File: config.mk
export PLATFORM = sky130hd
export DESIGN_NAME = servo_sweep_range_scanner
export DESIGN_NICKNAME = d
export VERILOG_FILES = /design/src/rtl/sss_pkg.sv /design/src/rtl/servo_sweep_range_scanner.sv /design/src/rtl/sss_core.sv
export SDC_FILE = /design/constraint.sdc
export NUM_CORES = 1
export LEC_CHECK = 0
export ABC_AREA = 1
export ABC_CLOCK_PERIOD_IN_PS = 5200
export BUFFER_PORTS_ARGS = -buffer_cell sky130_fd_sc_hd__buf_2
export CAP_MARGIN = 20
export CORE_ASPECT_RATIO = 1.75
export CORE_MARGIN = 4
export CORE_UTILIZATION = 35
export DETAILED_ROUTE_END_ITERATION = 8
export PLACE_DENSITY = 0.58
export SKIP_CTS_REPAIR_TIMING = 1
export SYNTH_ARGS = -nofsm -noshare
export SYNTH_HDL_FRONTEND = slang
export SYNTH_SLANG_ARGS = --single-unit
File: constraint.sdc
create_clock -name clk -period 5.2 [get_ports clk]
set_clock_uncertainty 0.15 [all_clocks]
set_input_delay 0.78 -clock clk [delete_from_list [all_inputs] [get_ports clk]]
set_output_delay 0.78 -clock clk [all_outputs]
set_load 0.05 [all_outputs]
File: src/rtl/sss_pkg.sv
// ----------------------------------------------------------------------------
// sss_pkg
// Shared types and constants for the servo sweep range scanner.
// ----------------------------------------------------------------------------
package sss_pkg;

    typedef enum logic [1:0] {
        CMD_TICK  = 2'd0,
        CMD_START = 2'd1,
        CMD_STOP  = 2'd2
    } sss_cmd_t;

    typedef enum logic [2:0] {
        EV_NONE    = 3'd0,
        EV_STARTED = 3'd1,
        EV_SAMPLE  = 3'd2,
        EV_DONE    = 3'd3,
        EV_INTR    = 3'd4
    } sss_event_t;

    typedef enum logic [2:0] {
        REG_FORWARD_ANGLE = 3'd0,
        REG_MIN_ANGLE     = 3'd1,
        REG_MAX_ANGLE     = 3'd2,
        REG_STEP_ANGLE    = 3'd3,
        REG_STEP_PERIOD   = 3'd4
    } sss_reg_idx_t;

    localparam logic [7:0]  FORWARD_ANGLE_RST = 8'd90;
    localparam logic [7:0]  MIN_ANGLE_RST     = 8'd0;
    localparam logic [7:0]  MAX_ANGLE_RST     = 8'd180;
    localparam logic [6:0]  STEP_ANGLE_RST    = 7'd5;
    localparam logic [15:0] STEP_PERIOD_RST   = 16'd100;

    localparam logic signed [13:0] NO_DISTANCE = -14'sd1;

    typedef struct packed {
        logic [7:0]  forward_angle;
        logic [7:0]  min_angle;
        logic [7:0]  max_angle;
        logic [6:0]  step_angle;
        logic [15:0] step_period_ticks;
    } sss_cfg_t;

    typedef struct packed {
        logic [2:0]         event_res;
        logic [7:0]         servo_angle;
        logic               servo_enable;
        logic signed [8:0]  sample_angle;
        logic signed [13:0] sample_distance;
        logic signed [13:0] forward_distance;
        logic               busy_res;
    } sss_result_t;

endpackage

File: src/rtl/servo_sweep_range_scanner.sv
// ----------------------------------------------------------------------------
// servo_sweep_range_scanner
// Each result is registered in the output register, or in the skid register while m_axis is stalled.
// Throughput: one item per cycle while the skid register is empty; the sweep
// update is a single pass of compare/add logic between the state and output registers.
// A skid register keeps s_axis_tready independent of m_axis_tready.
// Reset: rst_n clears the sweep, restores registers to defaults, servo at 90.
// ----------------------------------------------------------------------------
module servo_sweep_range_scanner
(
    input  logic        clk,
    input  logic        rst_n,
    // APB configuration
    input  logic        psel,
    input  logic        penable,
    input  logic        pwrite,
    input  logic [4:0]  paddr,
    input  logic [31:0] pwdata,
    output logic [31:0] prdata,
    output logic        pready,
    // item input
    input  logic        s_axis_tvalid,
    output logic        s_axis_tready,
    input  logic [31:0] s_axis_tdata,   // start_from[8:0], start_to[17:9], distance_mm[31:18]
    input  logic [1:0]  s_axis_tuser,   // command[1:0]
    // result output
    output logic        m_axis_tvalid,
    input  logic        m_axis_tready,
    output logic [47:0] m_axis_tdata,   // servo_angle[7:0], servo_enable[8],
                                        // sample_angle[17:9], sample_distance[31:18],
                                        // forward_distance[45:32], busy_res[46], zero[47]
    output logic [2:0]  m_axis_tuser    // event_res[2:0]
);
    import sss_pkg::*;

    sss_cfg_t    cfg_reg;
    sss_result_t core_res;
    sss_result_t out_reg, skid_reg;
    logic        out_valid_reg, skid_valid_reg;
    logic        s_accept, m_accept, cfg_write;
    logic [2:0]  reg_idx;

    assign pready    = 1'b1;
    assign cfg_write = psel & penable & pwrite & pready;
    assign reg_idx   = paddr[4:2];

    always_ff @(posedge clk or negedge rst_n)
    begin
        if (!rst_n)
        begin
            cfg_reg.forward_angle     <= FORWARD_ANGLE_RST;
            cfg_reg.min_angle         <= MIN_ANGLE_RST;
            cfg_reg.max_angle         <= MAX_ANGLE_RST;
            cfg_reg.step_angle        <= STEP_ANGLE_RST;
            cfg_reg.step_period_ticks <= STEP_PERIOD_RST;
        end
        else if (cfg_write)
        begin
            case (reg_idx)
                REG_FORWARD_ANGLE: cfg_reg.forward_angle     <= pwdata[7:0];
                REG_MIN_ANGLE:     cfg_reg.min_angle         <= pwdata[7:0];
                REG_MAX_ANGLE:     cfg_reg.max_angle         <= pwdata[7:0];
                REG_STEP_ANGLE:    cfg_reg.step_angle        <= pwdata[6:0];
                REG_STEP_PERIOD:   cfg_reg.step_period_ticks <= pwdata[15:0];
                default:           ;
            endcase
        end
    end

    always_comb
    begin
        case (reg_idx)
            REG_FORWARD_ANGLE: prdata = {24'd0, cfg_reg.forward_angle};
            REG_MIN_ANGLE:     prdata = {24'd0, cfg_reg.min_angle};
            REG_MAX_ANGLE:     prdata = {24'd0, cfg_reg.max_angle};
            REG_STEP_ANGLE:    prdata = {25'd0, cfg_reg.step_angle};
            REG_STEP_PERIOD:   prdata = {16'd0, cfg_reg.step_period_ticks};
            default:           prdata = '0;
        endcase
    end

    assign s_axis_tready = !skid_valid_reg;
    assign s_accept      = s_axis_tvalid & s_axis_tready;
    assign m_accept      = out_valid_reg & m_axis_tready;

    sss_core u_core
    (
        .clk         (clk),
        .rst_n       (rst_n),
        .item_accept (s_accept),
        .command     (s_axis_tuser),
        .start_from  (s_axis_tdata[8:0]),
        .start_to    (s_axis_tdata[17:9]),
        .distance_mm (s_axis_tdata[31:18]),
        .cfg         (cfg_reg),
        .result      (core_res)
    );

    // output register plus skid stage
    always_ff @(posedge clk or negedge rst_n)
    begin
        if (!rst_n)
        begin
            out_valid_reg  <= 1'b0;
            skid_valid_reg <= 1'b0;
        end
        else if (!out_valid_reg || m_accept)
        begin
            if (skid_valid_reg)
            begin
                out_valid_reg  <= 1'b1;
                skid_valid_reg <= 1'b0;
            end
            else
            begin
                out_valid_reg <= s_accept;
            end
        end
        else if (s_accept)
        begin
            skid_valid_reg <= 1'b1;
        end
    end

    always_ff @(posedge clk)
    begin
        if (!out_valid_reg || m_accept)
        begin
            if (skid_valid_reg)
                out_reg <= skid_reg;
            else if (s_accept)
                out_reg <= core_res;
        end
        else if (s_accept)
        begin
            skid_reg <= core_res;
        end
    end

    assign m_axis_tvalid = out_valid_reg;
    assign m_axis_tuser  = out_reg.event_res;
    assign m_axis_tdata  = {1'b0,
                            out_reg.busy_res,
                            out_reg.forward_distance,
                            out_reg.sample_distance,
                            out_reg.sample_angle,
                            out_reg.servo_enable,
                            out_reg.servo_angle};

`ifndef SYNTHESIS
    a_skid_implies_out: assert property (@(posedge clk) disable iff (!rst_n)
        skid_valid_reg |-> out_valid_reg)
        else $error("skid holds a result ahead of the output register");

    a_stall_fills_skid: assert property (@(posedge clk) disable iff (!rst_n)
        (s_accept && out_valid_reg && !m_axis_tready) |=> skid_valid_reg)
        else $error("result lost while output stalled");

    a_skid_drains: assert property (@(posedge clk) disable iff (!rst_n)
        (skid_valid_reg && m_axis_tready) |=> (out_valid_reg && !skid_valid_reg))
        else $error("skid result not moved to output");
`endif

endmodule

File: src/rtl/sss_core.sv
// ----------------------------------------------------------------------------
// sss_core
// Sweep state and per-item next-state logic; one item per cycle while item_accept is high.
// ----------------------------------------------------------------------------
module sss_core
(
    input  logic                clk,
    input  logic                rst_n,
    input  logic                item_accept,
    input  logic [1:0]          command,
    input  logic signed [8:0]   start_from,
    input  logic signed [8:0]   start_to,
    input  logic signed [13:0]  distance_mm,
    input  sss_pkg::sss_cfg_t   cfg,
    output sss_pkg::sss_result_t result
);
    import sss_pkg::*;

    logic               busy_reg, busy_next;
    logic [7:0]         from_reg, from_next;
    logic [7:0]         to_reg, to_next;
    logic signed [9:0]  cur_reg, cur_next;
    logic               neg_reg, neg_next;
    logic [15:0]        tick_reg, tick_next;
    logic signed [13:0] fwd_rd_reg, fwd_rd_next;
    logic [7:0]         pos_reg, pos_next;
    logic               attached_reg, attached_next;

    logic [7:0]         from_clamp, to_clamp;
    logic [15:0]        tick_inc;
    logic               step_due;
    logic signed [10:0] off, off_abs, cur_adv;
    logic               passed;

    // Clamp a servo-frame angle; when min > max, values below min give min and all others give max
    function automatic logic [7:0] clamp_angle(input logic signed [10:0] v,
                                               input logic [7:0] lo,
                                               input logic [7:0] hi);
        logic [7:0] r;
        if (v < $signed({3'b000, lo}))
            r = lo;
        else if (v > $signed({3'b000, hi}))
            r = hi;
        else
            r = v[7:0];
        return r;
    endfunction

    always_comb
    begin
        from_clamp = clamp_angle($signed({3'b000, cfg.forward_angle})
                                 + {{2{start_from[8]}}, start_from},
                                 cfg.min_angle, cfg.max_angle);
        to_clamp   = clamp_angle($signed({3'b000, cfg.forward_angle})
                                 + {{2{start_to[8]}}, start_to},
                                 cfg.min_angle, cfg.max_angle);
        tick_inc   = (tick_reg == 16'hFFFF) ? tick_reg : tick_reg + 16'd1;
        step_due   = (tick_inc >= cfg.step_period_ticks);
        off        = {cur_reg[9], cur_reg} - $signed({3'b000, cfg.forward_angle});
        off_abs    = off[10] ? -off : off;
        cur_adv    = neg_reg ? ({cur_reg[9], cur_reg} - $signed({4'b0000, cfg.step_angle}))
                             : ({cur_reg[9], cur_reg} + $signed({4'b0000, cfg.step_angle}));
        passed     = neg_reg ? (cur_adv < $signed({3'b000, to_reg}))
                             : (cur_adv > $signed({3'b000, to_reg}));
    end

    always_comb
    begin
        busy_next     = busy_reg;
        from_next     = from_reg;
        to_next       = to_reg;
        cur_next      = cur_reg;
        neg_next      = neg_reg;
        tick_next     = tick_reg;
        fwd_rd_next   = fwd_rd_reg;
        pos_next      = pos_reg;
        attached_next = attached_reg;
        result.event_res       = EV_NONE;
        result.sample_angle    = '0;
        result.sample_distance = '0;

        case (command)
            CMD_START:
            begin
                from_next = from_clamp;
                to_next   = to_clamp;
                cur_next  = $signed({2'b00, from_clamp});
                neg_next  = (to_clamp < from_clamp);
                busy_next = 1'b1;
                tick_next = '0;
                if (from_clamp != pos_reg)
                begin
                    pos_next      = from_clamp;
                    attached_next = 1'b1;
                end
                result.event_res = EV_STARTED;
            end
            CMD_STOP:
            begin
                if (busy_reg)
                begin
                    busy_next        = 1'b0;
                    pos_next         = cfg.forward_angle;
                    attached_next    = 1'b0;
                    result.event_res = EV_INTR;
                end
            end
            CMD_TICK:
            begin
                if (busy_reg)
                begin
                    tick_next = tick_inc;
                    if (step_due)
                    begin
                        tick_next     = '0;
                        pos_next      = cur_reg[7:0];
                        attached_next = attached_reg | (cur_reg[7:0] != pos_reg);
                        result.sample_angle    = off[8:0];
                        result.sample_distance = distance_mm;
                        if (off_abs <= $signed({4'b0000, cfg.step_angle}))
                            fwd_rd_next = distance_mm;
                        cur_next = cur_adv[9:0];
                        result.event_res = EV_SAMPLE;
                        if (passed)
                        begin
                            busy_next     = 1'b0;
                            attached_next = 1'b0;
                            if (from_reg != to_reg)
                                pos_next = cfg.forward_angle;
                            result.event_res = EV_DONE;
                        end
                    end
                end
            end
            default:
            begin
            end
        endcase

        result.servo_angle      = pos_next;
        result.servo_enable     = attached_next;
        result.forward_distance = fwd_rd_next;
        result.busy_res         = busy_next;
    end

    always_ff @(posedge clk or negedge rst_n)
    begin
        if (!rst_n)
        begin
            busy_reg     <= 1'b0;
            from_reg     <= '0;
            to_reg       <= '0;
            cur_reg      <= '0;
            neg_reg      <= 1'b0;
            tick_reg     <= '0;
            fwd_rd_reg   <= NO_DISTANCE;
            pos_reg      <= FORWARD_ANGLE_RST;
            attached_reg <= 1'b0;
        end
        else if (item_accept)
        begin
            busy_reg     <= busy_next;
            from_reg     <= from_next;
            to_reg       <= to_next;
            cur_reg      <= cur_next;
            neg_reg      <= neg_next;
            tick_reg     <= tick_next;
            fwd_rd_reg   <= fwd_rd_next;
            pos_reg      <= pos_next;
            attached_reg <= attached_next;
        end
    end

`ifndef SYNTHESIS
    a_attached_only_busy: assert property (@(posedge clk) disable iff (!rst_n)
        attached_reg |-> busy_reg)
        else $error("servo drive attached outside a sweep");

    a_stop_clears_busy: assert property (@(posedge clk) disable iff (!rst_n)
        (item_accept && command == CMD_STOP) |=> (!busy_reg && !attached_reg))
        else $error("stop left sweep running");

    a_start_sets_busy: assert property (@(posedge clk) disable iff (!rst_n)
        (item_accept && command == CMD_START) |=> (busy_reg && tick_reg == 16'd0))
        else $error("start did not arm sweep");
`endif

endmodule
==> summary.txt, run 1 <==
Run status
  – Status: finished clean

STA
  – Setup ws final: 0.351 ns
  – Relative slew slack: slightly above 30%
  – Fmax: 206 MHz
  – Tightest Pin Transition: 1.04 ns
  – Fin. Hold Viols: 0
  – Crit share post-route: 93.2%
  – RSZ-0062 raised after global routing: no
  – Final TNS setup: 0 ns
  – Crit path time final: 4.85 ns
  – Final Setup Violations: 0
  – Max-slew violation count: 0

Logic synthesis
  – Synthesized flop and latch total: about 220
  – Async SR Flop Fraction: 53.7%
  – Ys flop type: edfxtp_1
  – Synth Area in XOR/XNOR: under 10%
  – Top cells by area, synth: edfxtp_1 21%, nand2_1 15%, dfrtp_1 15%
  – Post-synth top area share: between 20% and 30%
  – Top cells by count, synth: 574 x nand2_1, 208 x inv_1, 145 x o21ai_0
  – Ys Warns: 0
  – Yosys top cell by area: edfxtp_1
  – Simple-gate portion of the synthesized area: 25.9%
  – Syn Area/Cell: 7.83 sq um
  – Synth Instances: 1821
  – Top-count cell post-synth: nand2_1
  – Post-Syn Area: 0.0143 sq mm
  – Synth Area in Adders: under 10%
  – Post-synthesis mux area share: 0%
  – Post-synth EDFFs: 100
  – Sequential area share after synthesis: 41.7%
  – Library cells used by synthesis: 56
  – Compound-Gate Fraction of Synth Area: 11.2%
  – Largest family of logic cells by synthesized area: simple AND/OR/NAND/NOR gates

Critical path
  – Worst Path Max Fanout: 10
  – Critical Path Start Type: register
  – Setup CP Type: reg -> reg
  – Crit path max-delay family: simple AND/OR/NAND/NOR gates
  – CP bufs+invs: 4
  – Worst path slowest cell: dfstp_2
  – Max incr delay on CP: between 0.5 and 0.6 ns
  – Crit path required time: about 5.4 ns
  – Arr. time, crit path: around 5 ns
  – Critical path endpoint category: register
  – Most common cell on crit path: nand2_1

Die
  – I/O pins: 164
  – Chip height: 275 microns
  – Width of the chip: about 160 microns
  – Total core area: 0.0402 sq mm
  – # rows: 97
  – Die area: 0.0442 sq mm
  – Starting Density: 35.5%

Placement
  – Post-place setup slack: 0.220 ns
  – Dpl hpwl: 32500 microns
  – PortBufs: 127
  – GPL Wtd Cong: 0.902

Final layout
  – Share of layout cells above drive strength 1: ~14%
  – Post-layout util: 40.8%
  – Fill cells: 4119
  – Area grow syn2layout: 14.8%
  – Max reg flops: 50
  – Fin nets: 2146

CTS
  – CTS Sinks: 216
  – Clock root cell: clkbuf_16
  – Num CTS Buffers: 23
  – H-tree Lvls: 1
  – Worst skew pair latency: 0.54 ns
  – CTS tree: built
  – Worst-path clk slew: around 0.07 ns
  – Max Root-Sink Buffers: 3

Global routing
  – Global route hottest layer: met2
  – Met3 usage: 1.98%
  – Gr usage total: 18.6%
  – Initial antenna violation count: 1
  – Routing usage on met2: between 30% and 40%
  – M1 GR Usage: 19.6%
  – First-pass GRT wire length: 65300 microns
  – Largest net degree at the start of global routing: 68
  – Vias in the first global route: 12.3k
  – Grt ovf: 0

Detailed routing
  – Routed vias/inst: roughly 5
  – Vias: 12.5k
  – DR iter-0 viols: roughly 580
  – First-pass DRT Iterations: 6
  – DRC violations left: 0
  – Per-cell routed wire length: 16.8 microns
  – Final wirelength: 42300 microns
  – Routed Antenna Nets: 0

Pwr
  – Tot Pwr: 8.87 mW
  – Maximum VDD drop: 287 uV
  – Leakage: 7.97 nW
  – Cell Pwr Density: 542 mW/mm^2

Min path
  – Type of the worst min-delay path: in -> async

Flow run
  – Number of max-cap violations: 0
[worst paths after layout]
| path | start | end | cells past startpoint | slack (ns) |
|---|---|---|---|---|
| min in group clk | u_core.fwd_rd_reg[1] | u_core.fwd_rd_reg[1] | 2 | 0.32 |
| setup reg to reg | cfg_reg[16] | skid_reg[40] | 27 | 0.35 |
| setup / recovery | cfg_reg[16] | skid_reg[40] | 27 | 0.35 |
| hold reg to reg | u_core.fwd_rd_reg[1] | u_core.fwd_rd_reg[1] | 2 | 0.32 |
| max in group asynchronous | rst_n | u_core.tick_reg[12] | 2 | 3.77 |
| hold / removal | rst_n | u_core.busy_reg | 1 | 0.08 |
[layout by cell type, fill, tap and decap left out, types with 23 or more instances in the layout]
cell type / n
inv_1: 208
buf_4: 32
nand2_2: 23
buf_2: 126
nor2_1: 81
edfxtp_1: 100
dfstp_2: 31
o21ai_0: 144
a21oi_1: 79
nand3_1: 129
clkbuf_16: 23
dfrtp_1: 84
ha_1: 105
xor2_1: 45
nand2_1: 574
[worst reg2reg max path, delay by kind of cell (launching register included)]
family	cells	cell delay [ns]
AND/OR/NAND/NOR	15	1.83
adder cells (fa/ha/maj)	3	0.87
flip-flops	1	0.59
AO/OA/AOI/OAI	3	0.50
XOR/XNOR	2	0.42
buffers and inverters	4	0.27
[routing by layer]
metal  routed length (microns)  part of all wire [%]  vias to the layer above
met5                         0                     0                        -
met3                      1800                   4.3                      114
li1                          -                     -                     6265
met4                      2300                   5.4                        0
met2                     22200                    53                      371
met1                     16000                    38                     5787
[logic make-up (layout without fill, tap and decap cells)]
logic type / Yosys count / count (layout)
simple gates: 876 / 876
xor+xnor: 53 / 53
flops: 216 / 216
compound gates: 289 / 289
buf+inv: 276 / 415
fa+ha+maj: 109 / 109
other cells: 2 / 19
[report_power, final]
| group | internal, mW | leakage (nW) | switching, mW |
|---|---|---|---|
| registers | 2.06 | 2.37 | 0.265 |
| logic | 1.66 | 5.21 | 3.15 |
| clock network | 1.02 | 0.387 | 0.720 |
| total | 4.74 | 7.97 | 4.13 |
[stage by stage]
step / std cells / hold slack (ns) / instance area [sq um]
floorplan: 1837 / 0.297 / 14300
global placement: 2475 / 0.305 / 15500
detailed placement: 2475 / 0.309 / 15500
CTS: 2517 / 0.0881 / 16300
global route: 2521 / 0.108 / 16400
finish: 2521 / 0.0836 / 16400
[cell type report]
class	count	area [sq um]	area share, %
sequential	216	5950	36.3
clock inverter	15	195	1.19
clock buffer	27	592	3.61
timing repair buffer	159	891	5.44
multi-input combinational	1345	7260	44.4
antenna	1	2.50	0.0153
inverter	214	807	4.93
tap	544	681	4.16
(Power assumes the default switching activity.)
==> run 2: changes to the inputs <==
--- a/config.mk
+++ b/config.mk
@@ -6,7 +6,7 @@
 export NUM_CORES = 1
 export LEC_CHECK = 0
 export ABC_AREA = 1
-export ABC_CLOCK_PERIOD_IN_PS = 5200
+export ABC_CLOCK_PERIOD_IN_PS = 5000
 export BUFFER_PORTS_ARGS = -buffer_cell sky130_fd_sc_hd__buf_2
 export CAP_MARGIN = 20
 export CORE_ASPECT_RATIO = 1.75
==> constraint.sdc (replaced) <==
create_clock -name clk -period 5 [get_ports clk]
set_clock_uncertainty 0.15 [all_clocks]
set_input_delay 0.75 -clock clk [delete_from_list [all_inputs] [get_ports clk]]
set_output_delay 0.75 -clock clk [all_outputs]
set_load 0.05 [all_outputs]
==> run 2 against run 1 <==
First-iteration DRC count rose by 4.7%. Critical path type unchanged. Power grew 5.7%. Sequential share of layout area decreased by 0.40 points. Clock-buffer cell count grew 3.
==> summary.txt, run 2 (synthesis results as in run 1) <==
Final layout
  – Fill cells: 4143 (+0.58%)
  – Multi-input logic area: 0.00728 sq mm (+0.24%)
  – Most common cell after layout, fill and taps aside: nand2_1
  – Post-layout util: 41.2% (+0.46 points)
  – Fin nets: 2166 (+0.93%)
  – Commonest cells after routing, fill and taps aside: 574 x nand2_1, 208 x inv_1, 144 x o21ai_0
  – Share of layout cells above drive strength 1: 15.3% (+1.1 points)
  – Finished Cell Area: 0.0166 sq mm (+1.1%)
  – Register Area: 0.00595 sq mm (unchanged)
  – Max reg flops: 50 (unchanged)
  – Area grow syn2layout: 16.1%

Pwr
  – Tot Pwr: 9.38 mW (+5.7%)
  – Pint: 5.00 mW (+5.4%)
  – Seq pwr share: 25.8% (-0.4 points)
  – Maximum VDD drop: 328 uV (+14%)
  – Psw: 4.37 mW (+5.9%)
  – Clk pwr share: 19.3% (-0.4 points)
  – Switch share: 46.7% (+0.11 points)
  – Cell Pwr Density: 566 mW/mm^2 (+4.5%)
  – Logic pwr share: 55.0% (+0.9 points)
  – Leakage: 8.07 nW (+1.2%)

CTS
  – Worst skew pair latency: 0.54 ns (about the same)
  – H-tree Lvls: 1 (unchanged)
  – CTS Sinks: 216 (unchanged)
  – Num CTS Buffers: 24 (+4.3%)
  – Worst-path clk slew: 0.06 ns (about the same)
  – Clock root cell: clkbuf_16
  – CTS tree: built
  – Max Root-Sink Buffers: 3 (unchanged)

Detailed routing
  – First-pass DRT Iterations: 5 (-1)
  – Routed vias/inst: 4.90 (-1.4%)
  – DR iter-0 viols: 604 (+4.7%)
  – Final wirelength: 42800 microns (+1.1%)
  – Vias: 12.5k (-0.54%)
  – DRC violations left: 0 (unchanged)
  – Per-cell routed wire length: 16.8 microns (+0.19%)
  – Routed Antenna Nets: 0 (unchanged)

Critical path
  – FF-to-FF path depth: 29 (+7.4%)
  – Max incr delay on CP: 0.37 ns (-0.22 ns)
  – Worst r2r dst: m_axis_tdata[1]
  – Internal reg-to-reg setup slack: 0.44 ns (+0.09 ns)
  – Critical path endpoint category: register
  – Worst Path Max Fanout: 10 (unchanged)
  – Critical Path Start Type: register
  – Setup CP Type: reg -> reg
  – Most common cell on crit path: nand2_1
  – Worst path slowest cell: dfstp_2
  – Arr. time, crit path: 4.70 ns (-0.29 ns)
  – Worst r2r src: cfg_reg[16]
  – Crit path required time: 5.14 ns (-0.21 ns)

STA
  – Fin. Hold Viols: 0 (unchanged)
  – Tightest Pin Transition: 1.02 ns (-0.0173 ns)
  – Crit share post-route: 91.3% (-2.0 points)
  – Relative slew slack: 31.2% (+0.79 points)
  – Fmax: 219 MHz (+6.3%)
  – Crit path time final: 4.56 ns (-0.286 ns)
  – Max-slew violation count: 0 (unchanged)
  – Final Setup Violations: 0 (unchanged)
  – Setup ws final: 0.437 ns (+0.0855 ns)

Placement
  – PortBufs: 127 (unchanged)
  – Dpl cell area: 0.0157 sq mm (+0.77%)
  – Post-place setup slack: 0.101 ns (-0.119 ns)
  – Dpl hpwl: 33100 microns (+1.7%)
  – GPL Wtd Cong: 0.981 (+8.7%)

Global routing
  – First-pass GRT wire length: 66600 microns (+1.9%)
  – Initial antenna violation count: 2 (+1)
  – Vias in the first global route: 12.3k (+0.24%)
  – Gr usage total: 19.0% (+0.40 points)
  – Grt ovf: 0 (unchanged)
  – Largest net degree at the start of global routing: 68 (unchanged)

Die
  – Width of the chip: 161 microns (unchanged)
  – I/O pins: 164 (unchanged)
  – Total core area: 0.0402 sq mm (unchanged)
  – Chip height: 275 microns (unchanged)
  – Starting Density: 35.5% (unchanged)
  – # rows: 97 (unchanged)
  – Die area: 0.0442 sq mm (unchanged)

Run status
  – Status: finished clean

Flow run
  – Number of max-cap violations: 0 (unchanged)

Min path
  – Type of the worst min-delay path: in -> async
## run 2: cell types whose count changed in the layout (fill, tap and decap cells not counted), moves of 2 or more
cell	before	now
clkbuf_16	23	25
inv_4	3	0
clkbuf_8	0	3
bufinv_16	4	1
inv_6	1	5
clkinvlp_4	2	5
clkinv_4	3	0
buf_4	32	50
## run 2: metal layers
metal / up-vias / GRT usage (%) / routed length (microns)
met5: - / 0 / 13
met4: 2 / 9.40 / 2390
met1: 5712 / 20.5 / 16100
met3: 102 / 2.62 / 1990
li1: 6307 / - / -
met2: 346 / 36.1 / 22300
## run 2: how the worst max path moves through the flow
stage | from | end | slack (ns) | cells past startpoint
after global routing | cfg_reg[16] | m_axis_tdata[1] | -0.04 | 26
final | cfg_reg[16] | m_axis_tdata[1] | 0.44 | 29
after detailed placement | s_axis_tdata[9] | u_core.neg_reg | 0.10 | 24
after CTS | cfg_reg[16] | m_axis_tdata[1] | 0.15 | 27
after floorplan | s_axis_tdata[9] | u_core.neg_reg | 0.60 | 22
after global placement | s_axis_tdata[0] | m_axis_tdata[8] | 0.17 | 30
## run 2: critical path, delay by kind of cell, from the launching register on
family	cells	cell delay, ns
compound gates	2	0.30
xor+xnor	2	0.41
fa+ha+maj	2	0.68
buf+inv	4	0.34
flops	1	0.37
simple gates	19	2.08
## run 2: metrics by stage
step | cells | TNS [ns] | hold WS [ns]
floorplan | 1837 | 0 | 0.297
global placement | 2491 | 0 | 0.306
detailed placement | 2491 | 0 | 0.310
CTS | 2535 | 0 | 0.182
global route | 2542 | -0.0434 | 0.201
finish | 2543 | 0 | 0.134
## run 2: final cells by class
cell class,instances,share of cell area (%)
Tap cell,544,4.11
Inverter,214,4.87
Sequential cell,216,35.9
Clock buffer,30,4.07
Multi-Input combinational cell,1345,44.0
Antenna cell,2,0.0302
Clock inverter,14,0.733
Timing Repair Buffer,178,6.32
## run 2: power by group through the flow
stage                     Combinational (mW)  Clock (mW)  Sequential [mW]
after CTS                               5.08        1.87             2.42
after global placement                  4.92           0             2.45
after global routing                    5.81        1.94             2.44
after detailed placement                5.05           0             2.45
final                                   5.15        1.81             2.41
after floorplan                         3.56           0             2.47
